### config.mk
export PLATFORM = sky130hd
export DESIGN_NAME = coalescing_priority_message_queue_unit
export DESIGN_NICKNAME = d
export VERILOG_FILES = /design/src/cpmq_pkg.sv /design/src/cpmq_ram.sv /design/src/coalescing_priority_message_queue_unit.sv
export SDC_FILE = /design/constraint.sdc
export NUM_CORES = 1
export LEC_CHECK = 0
export ABC_AREA = 1
export BUFFER_PORTS_ARGS = -buffer_cell sky130_fd_sc_hd__buf_2
export CELL_PAD_IN_SITES_DETAIL_PLACEMENT = 2
export CELL_PAD_IN_SITES_GLOBAL_PLACEMENT = 2
export CORE_ASPECT_RATIO = 0.7
export CORE_MARGIN = 2
export CORE_UTILIZATION = 30
export DETAILED_ROUTE_END_ITERATION = 6
export GPL_TIMING_DRIVEN = 1
export PLACE_DENSITY = 0.66
export SYNTH_ARGS = -nofsm -noshare
export SYNTH_HDL_FRONTEND = slang
export SYNTH_HIERARCHICAL = 1
export SYNTH_SLANG_ARGS = --single-unit
### constraint.sdc
create_clock -name clk -period 23.2 [get_ports clk]
set_input_delay 5.8 -clock clk [delete_from_list [all_inputs] [get_ports clk]]
set_output_delay 5.8 -clock clk [all_outputs]
set_load 0.01 [all_outputs]
### src/cpmq_pkg.sv
package cpmq_pkg;

  typedef enum logic [1:0] {
    ST_IDLE,
    ST_POP,
    ST_SCAN
  } state_t;

  localparam logic [1:0] OP_APPEND = 2'd0;
  localparam logic [1:0] OP_INSERT = 2'd1;
  localparam int unsigned OP_POP_BIT = 1;

  localparam logic [2:0] STAT_APPENDED = 3'd0;
  localparam logic [2:0] STAT_REPLACED = 3'd1;
  localparam logic [2:0] STAT_DROPPED  = 3'd2;
  localparam logic [2:0] STAT_POPPED   = 3'd3;
  localparam logic [2:0] STAT_EMPTY    = 3'd4;

  typedef struct packed {
    logic [1:0]  opcode;
    logic [3:0]  priority_req;
    logic [7:0]  action;
    logic [7:0]  first_command;
    logic [7:0]  first_key;
    logic [15:0] first_value;
    logic [7:0]  second_command;
    logic [7:0]  second_key;
    logic [15:0] second_value;
    logic [7:0]  delimiter;
  } in_word_t;

  typedef struct packed {
    logic [2:0]  status;
    logic [6:0]  fill_level;
    logic [3:0]  out_priority;
    logic [7:0]  out_action;
    logic [7:0]  out_first_command;
    logic [7:0]  out_first_key;
    logic [15:0] out_first_value;
    logic [7:0]  out_second_command;
    logic [7:0]  out_second_key;
    logic [15:0] out_second_value;
    logic [7:0]  out_delimiter;
  } out_word_t;

  typedef struct packed {
    logic [3:0]  prio;
    logic [7:0]  act;
    logic [7:0]  c1;
    logic [7:0]  k1;
    logic [7:0]  c2;
    logic [7:0]  k2;
    logic [7:0]  dl;
    logic [15:0] v1;
    logic [15:0] v2;
  } entry_t;

  localparam int unsigned ENTRY_W = $bits(entry_t);

  function automatic entry_t word_to_entry(input in_word_t w);
    entry_t e;
    e.prio = w.priority_req;
    e.act  = w.action;
    e.c1   = w.first_command;
    e.k1   = w.first_key;
    e.c2   = w.second_command;
    e.k2   = w.second_key;
    e.dl   = w.delimiter;
    e.v1   = w.first_value;
    e.v2   = w.second_value;
    return e;
  endfunction

endpackage

### src/cpmq_ram.sv
module cpmq_ram #(
  parameter int unsigned WIDTH = 84,
  parameter int unsigned DEPTH = 8
) (
  input  logic                     clk,
  input  logic                     we,
  input  logic [$clog2(DEPTH)-1:0] waddr,
  input  logic [WIDTH-1:0]         wdata,
  input  logic [$clog2(DEPTH)-1:0] raddr,
  output logic [WIDTH-1:0]         rdata
);

  logic [WIDTH-1:0] mem [DEPTH];
  logic [WIDTH-1:0] rdata_r;

  always_ff @(posedge clk) begin
    if (we) begin
      mem[waddr] <= wdata;
    end
    rdata_r <= mem[raddr];
  end

  assign rdata = rdata_r;

endmodule

### src/coalescing_priority_message_queue_unit.sv
// A queue of command messages held in a circular buffer in one synchronous RAM.
// An input word is taken at a rising edge where start is high and busy is low;
// its opcode selects append at the tail, insert with coalescing, or pop of the
// head. Each word gives exactly one result word on out_word, shown for one
// cycle with out_valid high; the receiver cannot stall and need not.
// Append, a pop on an empty queue and an insert into an empty queue are done
// from the idle state. A pop goes through ST_POP to read the head entry from the RAM.
// An insert reads the stored entries one per cycle from the head and stops at
// the first one it may replace, or appends at the tail when none matches; the
// single RAM read port sets the pace of that scan.
// busy falls in the cycle in which the result is shown, so a new word may be
// started while the previous result is on the ports.
// A synchronous active-low reset empties the queue and drops any operation in
// progress; the RAM contents are not cleared, as only entries that have been
// written are ever read.
module coalescing_priority_message_queue_unit #(
  parameter int unsigned QUEUE_DEPTH = 8
) (
  input  logic               clk,
  input  logic               rst_n,
  input  logic               start,
  output logic               busy,
  input  cpmq_pkg::in_word_t in_word,
  output logic               out_valid,
  output cpmq_pkg::out_word_t out_word
);

  localparam int unsigned PTR_W = $clog2(QUEUE_DEPTH);
  localparam int unsigned CNT_W = $clog2(QUEUE_DEPTH + 1);

  cpmq_pkg::state_t    state_r, state_nxt;
  logic [PTR_W-1:0]    head_r, head_nxt;
  logic [CNT_W-1:0]    count_r, count_nxt;
  logic [PTR_W-1:0]    idx_r, idx_nxt;
  cpmq_pkg::in_word_t  msg_r, msg_nxt;
  cpmq_pkg::out_word_t out_r, out_nxt;
  logic                out_valid_r, out_valid_nxt;

  logic                 ram_we;
  logic [PTR_W-1:0]     ram_waddr;
  logic [PTR_W-1:0]     ram_raddr;
  cpmq_pkg::entry_t     ram_wdata;
  logic [cpmq_pkg::ENTRY_W-1:0] ram_rdata;
  cpmq_pkg::entry_t     rd_entry;

  logic                 is_pop;
  logic                 is_insert;
  logic                 q_empty;
  logic                 q_full;
  logic                 scan_match;
  logic                 scan_more;
  logic [PTR_W-1:0]     tail_addr;

  function automatic logic [PTR_W-1:0] wrap_add(input logic [PTR_W-1:0] a,
                                                input logic [PTR_W-1:0] b);
    logic [PTR_W:0] s;
    s = {1'b0, a} + {1'b0, b};
    if (s >= (PTR_W + 1)'(QUEUE_DEPTH)) begin
      s = s - (PTR_W + 1)'(QUEUE_DEPTH);
    end
    return s[PTR_W-1:0];
  endfunction

  cpmq_ram #(
    .WIDTH (cpmq_pkg::ENTRY_W),
    .DEPTH (QUEUE_DEPTH)
  ) u_ram (
    .clk   (clk),
    .we    (ram_we),
    .waddr (ram_waddr),
    .wdata (ram_wdata),
    .raddr (ram_raddr),
    .rdata (ram_rdata)
  );

  assign rd_entry  = cpmq_pkg::entry_t'(ram_rdata);
  assign is_pop    = in_word.opcode[cpmq_pkg::OP_POP_BIT];
  assign is_insert = (in_word.opcode == cpmq_pkg::OP_INSERT);
  assign q_empty   = (count_r == '0);
  assign q_full    = (count_r == CNT_W'(QUEUE_DEPTH));
  assign tail_addr = wrap_add(head_r, count_r[PTR_W-1:0]);

  assign scan_match = (msg_r.priority_req < rd_entry.prio) ||
                      ((msg_r.priority_req == rd_entry.prio) &&
                       (msg_r.first_command == rd_entry.c1) &&
                       (msg_r.second_command == rd_entry.c2));
  assign scan_more  = ((CNT_W'(idx_r) + CNT_W'(1)) < count_r);

  always_comb begin
    state_nxt = state_r;
    case (state_r)
      cpmq_pkg::ST_IDLE: begin
        if (start) begin
          if (is_pop) begin
            if (!q_empty) begin
              state_nxt = cpmq_pkg::ST_POP;
            end
          end else if (is_insert && !q_empty) begin
            state_nxt = cpmq_pkg::ST_SCAN;
          end
        end
      end
      cpmq_pkg::ST_POP: begin
        state_nxt = cpmq_pkg::ST_IDLE;
      end
      cpmq_pkg::ST_SCAN: begin
        if (scan_match || !scan_more) begin
          state_nxt = cpmq_pkg::ST_IDLE;
        end
      end
      default: begin
        state_nxt = cpmq_pkg::ST_IDLE;
      end
    endcase
  end

  always_comb begin
    logic             app_go;
    cpmq_pkg::entry_t app_e;

    app_go        = 1'b0;
    app_e         = cpmq_pkg::word_to_entry(msg_r);
    ram_we        = 1'b0;
    ram_waddr     = tail_addr;
    ram_wdata     = cpmq_pkg::word_to_entry(msg_r);
    ram_raddr     = head_r;
    head_nxt      = head_r;
    count_nxt     = count_r;
    idx_nxt       = idx_r;
    msg_nxt       = msg_r;
    out_nxt       = out_r;
    out_valid_nxt = 1'b0;

    case (state_r)
      cpmq_pkg::ST_IDLE: begin
        if (start) begin
          msg_nxt = in_word;
          idx_nxt = '0;
          if (is_pop) begin
            if (q_empty) begin
              out_nxt        = '0;
              out_nxt.status = cpmq_pkg::STAT_EMPTY;
              out_valid_nxt  = 1'b1;
            end
          end else if (!(is_insert && !q_empty)) begin
            app_go = 1'b1;
            app_e  = cpmq_pkg::word_to_entry(in_word);
          end
        end
      end
      cpmq_pkg::ST_POP: begin
        head_nxt                   = wrap_add(head_r, PTR_W'(1));
        count_nxt                  = count_r - CNT_W'(1);
        out_nxt.status             = cpmq_pkg::STAT_POPPED;
        out_nxt.fill_level         = 7'(count_r - CNT_W'(1));
        out_nxt.out_priority       = rd_entry.prio;
        out_nxt.out_action         = rd_entry.act;
        out_nxt.out_first_command  = rd_entry.c1;
        out_nxt.out_first_key      = rd_entry.k1;
        out_nxt.out_first_value    = rd_entry.v1;
        out_nxt.out_second_command = rd_entry.c2;
        out_nxt.out_second_key     = rd_entry.k2;
        out_nxt.out_second_value   = rd_entry.v2;
        out_nxt.out_delimiter      = rd_entry.dl;
        out_valid_nxt              = 1'b1;
      end
      cpmq_pkg::ST_SCAN: begin
        if (scan_match) begin
          ram_we             = 1'b1;
          ram_waddr          = wrap_add(head_r, idx_r);
          out_nxt            = '0;
          out_nxt.status     = cpmq_pkg::STAT_REPLACED;
          out_nxt.fill_level = 7'(count_r);
          out_valid_nxt      = 1'b1;
        end else if (scan_more) begin
          idx_nxt   = idx_r + PTR_W'(1);
          ram_raddr = wrap_add(head_r, idx_r + PTR_W'(1));
        end else begin
          app_go = 1'b1;
        end
      end
      default: begin
      end
    endcase

    if (app_go) begin
      out_nxt       = '0;
      out_valid_nxt = 1'b1;
      if (q_full) begin
        out_nxt.status     = cpmq_pkg::STAT_DROPPED;
        out_nxt.fill_level = 7'(count_r);
      end else begin
        ram_we             = 1'b1;
        ram_waddr          = tail_addr;
        ram_wdata          = app_e;
        count_nxt          = count_r + CNT_W'(1);
        out_nxt.status     = cpmq_pkg::STAT_APPENDED;
        out_nxt.fill_level = 7'(count_r + CNT_W'(1));
      end
    end
  end

  always_ff @(posedge clk) begin
    if (!rst_n) begin
      state_r     <= cpmq_pkg::ST_IDLE;
      head_r      <= '0;
      count_r     <= '0;
      idx_r       <= '0;
      out_valid_r <= 1'b0;
    end else begin
      state_r     <= state_nxt;
      head_r      <= head_nxt;
      count_r     <= count_nxt;
      idx_r       <= idx_nxt;
      out_valid_r <= out_valid_nxt;
    end
    msg_r <= msg_nxt;
    out_r <= out_nxt;
  end

  assign busy      = (state_r != cpmq_pkg::ST_IDLE);
  assign out_valid = out_valid_r;
  assign out_word  = out_r;

endmodule
## Word level (Yosys, flattened, before mapping)

Memories as Yosys holds them, arrays and structs flattened. A register that Yosys moved wholly into a read port is not among the register bits.
Cells that the tools add are included.

- Magnitude comparators: 6
- Reduce and logical (&&, ||, !) cells: 18
- Equal/unequal tests: 20
- $add $sub $neg: 14
- Mux-type cells: 54

Operator list:

| kind | count |
|---|---|
| 84-bit 2-to-1 mux | 6 |
| 94-bit 2-to-1 mux | 5 |
| 94-bit case mux with 3 select lines | 1 |
| 3-bit 2-to-1 mux | 14 |
| 3-bit inequality test, second input constant | 6 |
| 8-bit == test | 2 |
| 4-bit greater-or-equal comparator, second input constant | 4 |
| 1-bit 2-to-1 mux | 15 |
| 2-bit inequality test, second input constant | 7 |
| 3-bit by 3-bit adder with 4-bit output | 3 |
| 4-bit 2-to-1 mux | 3 |
| 3-bit by 1-bit subtractor with 3-bit output, second input constant | 4 |
| 2-bit 2-to-1 mux | 5 |
| 5-bit AND reduction | 2 |
| 9-bit 2-to-1 mux | 1 |
| 3-bit by 1-bit adder with 4-bit output, second input constant | 2 |
| 4-bit < comparator | 2 |
| 4-bit AND reduction | 2 |
| 3-bit case mux with 2 select lines | 1 |
| 4-bit by 1-bit adder with 5-bit output, second input constant | 1 |
| 4-bit by 1-bit subtractor with 5-bit output, second input constant | 1 |
| 4-bit by 1-bit adder with 4-bit output, second input constant | 1 |
| 2-bit by 1-bit == test with 1-bit output, second input constant | 2 |
| 4-bit == test | 1 |
| other kinds (16) | 21 |

- Output and inout bits: 96
- Bits in registers: 191
- Memory bits (writable): 672
- Logic and storage cells: 138
- Memories: 1
- Bits of input ports: 89

Memories:

| memory | words | width | rd ports | clocked after Yosys merged registers in | wr ports | line | text |
|---|---|---|---|---|---|---|---|
| u_ram.mem | 8 | 84 | 1 | 1 | 1 | cpmq_ram.sv:13 | `logic [WIDTH-1:0] mem [DEPTH];` |

## Longest topological paths before layout

- Depth after elaboration: 10
- Mapped depth: 19
- Gate-level depth less buffers: 16

## By module

Netlist, hierarchy kept.

Modules (own cells, without submodules):

| module | seq. area each (um2) | instances | area each (um2) | cells each |
|---|---|---|---|---|
| cpmq_ram | 21861.0 | 1 | 30813.3 | 3005 |
| coalescing_priority_message_queue_unit | 4734.5 | 1 | 9710.6 | 1157 |

## Worst setup path before layout

No wires, ideal clock.

- Path kind: in2reg
- Start point: input port start
- End point: memory u_ram.mem[1][0], enable pin
- Arrival: 12.113 ns
- Data required time: 22.672 ns
- Cell stages on the path: 10
- Buffers on the path: 0
- Library setup time: 0.528 ns
- Setup slack: 10.560 ns
- Path through: nand2_1 inv_1 nand3_2 nand2_2 nand2_1 nand2_1 nand2_1 nand2_1 nand2_1 nor2_1

- Elaborated cells on any way between the ends: 6
- Those cells by class: mux: 6

RTL lines:

| what | line | text |
|---|---|---|
| start, declared | coalescing_priority_message_queue_unit.sv:21 | `input logic start,` |
| 1-bit 2-to-1 mux | coalescing_priority_message_queue_unit.sv:136 | `if (start) begin` |
| 1-bit case mux with 2 select lines | coalescing_priority_message_queue_unit.sv:134 | `case (state_r)` |
| 3-bit 2-to-1 mux | coalescing_priority_message_queue_unit.sv:186 | `if (app_go) begin` |
| net ram_waddr[0] | coalescing_priority_message_queue_unit.sv:40 | `logic [PTR_W-1:0] ram_waddr;` |
| end, declared | cpmq_ram.sv:13 |  |

The timed path passes the listed nets, and every way through them passes these cells.

## Final worst setup path

- Start point: input port start
- End point: memory u_ram.mem[1][74], enable pin

The elaborated chain is that of the path after synthesis.

==> metrics.md <==
| Metric | Value |
|---|---|
| Synth Flop Type | edfxtp_1 |
| CP arrival | 10590 ps |
| Total track usage | 19.01% |
| Most common cell after layout, fill and taps aside | nand2_1 |
| First-pass GRT wire length | 198.0 mm |
| Final setup violation count | 0 |
| Number of synthesized flops with an enable pin | 765 |
| Die area | 138100 um2 |
| Synthesized flop and latch total | 946 |
| Slew at the pin with the worst max-slew slack | 1089 ps |
| Fin area | 46500 um2 |
| Final hold vios | 0 |
| Mapped Area | 40520 um2 |
| Drt total wl | 131.4 mm |
| Clock-pin slew on the worst setup and hold paths | 60 ps |
| DR vias | 28400 |
| Post-synth ARST share | 0% |
| CP startpoint kind | input port |
| DRT Pass-1 Iters | 5 |
| Sequential share of the synthesized area | 65.63% |
| Max Fanout on Critical Path | 47 |
| Synthesized Nets | 4273 |
| Final setup margin | 12950 ps |
| P&R area growth vs syn | 14.75% |
| Setup total negative slack | 0 ps |
| Antenna violations before repair | 12 |
| Lkg Pwr | 20.71 nW |
| Post-CTS resize count | 0 |
| Cells after synthesis | 4162 |
| Layout cell share with drive strength beyond 1 | 10.60% |
| Longest Clk Path Bufs | 3 |
| Crit-path most repeated cell | nand2_1 |
| CP Class | input port to flop |
| Most frequent cells in the layout | nand2_1 (1455), inv_1 (816), edfxtp_1 (765), nand3_1 (352), buf_2 (184) |
| Routability congestion estimate | 0.7359 |
| Die Span Y | 311.5 um |
| Final #Nets | 4400 |
| Hold_buf cts | 0 |
| Minimum clock period | 10250 ps |
| Highest clock rate | 97.60 MHz |
| Vias in the first global route | 30700 |
| Sink Count | 946 |
| Slew Limit Fails | 0 |
| Worst slew margin | 27.43% |
| Number of buffers added on ports | 184 |
| HPWL after DPL | 77.22 mm |
| Pre-CTS setup slack | 12120 ps |
| Pin count of the biggest net entering global routing | 205 |
| Synth top area cells | edfxtp_1 (57%), nand2_1 (13%), dfxtp_1 (8.9%) |
| Placed cell area | 43180 um2 |
| Worst Skew | 49.21 ps |
| Hold Path Class | flop to flop |
| CP max-delay cell | buf_4 |
| RSZ-0062 raised after global routing | no |
| Setup Buffers After CTS | 0 |
| CTS Buf Count | 102 |
| Synthesized area per cell | 9.737 um2 |
| Outcome | complete, no violations |
| GRT overflow | 0 |
| R2r setup slk | 16910 ps |
| Core ar. | 133700 um2 |
| Cell family with most CP delay | simple AND/OR/NAND/NOR gates |
| DR vias/cell | 4.621 |
| # DRC | 0 |
| Worst Setup End Kind | flop |
| Cell at the root of the clock tree | clkbuf_16 |
| Yosys top cell area share | 56.69% |
| Synth area leader | edfxtp_1 |
| Worst path max stage delay | 760 ps |
| Maximum Capacitance Violations | 0 |
| Die width | 443.3 um |
| Period utilisation layout | 44.16% |
| Initial DRC Count | 1597 |
| Row count | 112 |
| CTS tree | built |
| Critical Path RT | 23550 ps |
| Final ANT Viol Nets | 0 |
| Wirelength per Cell | 21.38 um |
| Distinct cells, synth | 38 |
| # IOs | 185 |
| Worst VDD drop | 82.96 uV |
| H-tree depth | 3 |
| Worst-Skew Late Latency | 730 ps |
| Worst Path Buf+Inv | 4 |
| Power Density | 140.9 nW/um2 |
| Initial core utilization | 30.31% |
| Syn. warnings | 6 |
| Worst-path cell chain | buf_2 -> nand2_1 -> inv_4 -> nand3_2 -> nand2_4 -> nand2_1 -> nand2_1 -> nand2_1 -> nand2_1 -> nand2_1 -> nor2_4 -> buf_4 -> buf_4 |
-- layer usage --
metal	vias up	track usage [%]	share of wire, %
li1	13330	-	-
met1	14500	26.32	48
met2	390	31.07	46
met3	176	2.791	3.1
met4	2	5.057	2.4
met5	-	0	0.0099
-- kinds of logic (layout without fill, tap and decap cells) --
kind of cell             after synthesis  after routing  share of synthesized area [%]
AO/OA/AOI/OAI                         61             61                         0.8337
other                                  0              1                              0
XOR/XNOR                              14             14                         0.3026
multiplexers                          70             70                          1.945
adder cells (fa/ha/maj)               22             22                         0.7349
flip-flops                           946            946                          65.63
AND/OR/NAND/NOR                     2025           2025                          20.53
buffers and inverters               1024           1239                          10.02
-- path summary, 6_finish.rpt --
path                            depth (start not counted)                       from                          to
worst max-delay path                                   13                      start  u_ram/mem[1][74]$_DFFE_PP_
worst min-delay path                                    4  out_word[25]$_SDFFE_PP0P_   out_word[25]$_SDFFE_PP0P_
worst max register to register                         18    u_ram/rdata[83]$_DFF_P_  u_ram/mem[2][60]$_DFFE_PP_
worst min register to register                          4  out_word[25]$_SDFFE_PP0P_   out_word[25]$_SDFFE_PP0P_
-- state kept, by name (all words and copies together), names as in the netlist --
| signal | count |
|---|---|
| u_ram/mem | 672 |
| out_word | 93 |
| idx_r | 3 |
| state_r | 2 |
| count_r | 4 |
| out_valid | 1 |
| head_r | 3 |
| u_ram/rdata | 84 |
| msg_r | 84 |
-- layout make-up --
| type | instances | area [um2] |
|---|---|---|
| Timing Repair Buffer | 224 | 1259 |
| Clock inverter | 53 | 536.8 |
| Inverter | 823 | 3110 |
| Tap cell | 1767 | 2211 |
| Multi-Input combinational cell | 2192 | 10000 |
| Fill cell | 14580 | 87190 |
| Clock buffer | 139 | 2784 |
| Sequential cell | 946 | 26600 |
| Antenna cell | 1 | 2.502 |
-- report_power, final --
part / internal (mW) / switching (mW)
Sequential: 2.37 / 0.155
Clock: 0.917 / 0.715
Combinational: 0.647 / 1.75
Total: 3.93 / 2.62
-- tightest hold or removal path, stage by stage, from the launching register on --
cell	delay [ps]
dfxtp_1	310
inv_1	50
nand2_1	50
nand2_1	50
nor2_1	30
-- Yosys cell counts, types with 5 or more instances --
master    count
buf_2        93
nor2_1      115
buf_6         7
xor2_1        5
inv_1       819
buf_1        15
o21ai_1      10
o21ai_0      27
dfxtp_1     181
nand4_1      90
buf_4        13
edfxtp_1    765
mux2_1        8
nand2_1    1456
a21oi_1      16
ha_1         19
clkbuf_1     73
xnor2_1       9
mux2_2       62
nand3_1     353
-- per-stage QoR --
step	util (%)	hold slack, ps	total power [mW]	instances
final	34.78	514.9	6.553	6145
after global placement	32.30	486.9	4.904	5952
after detailed placement	32.30	507.5	4.991	5952
after global routing	34.78	553.5	7.026	6145
after CTS	34.78	519.2	6.667	6144
after floorplan	-	461.7	4.092	4162
No activity file was read; power rests on OpenSTA's default activity.
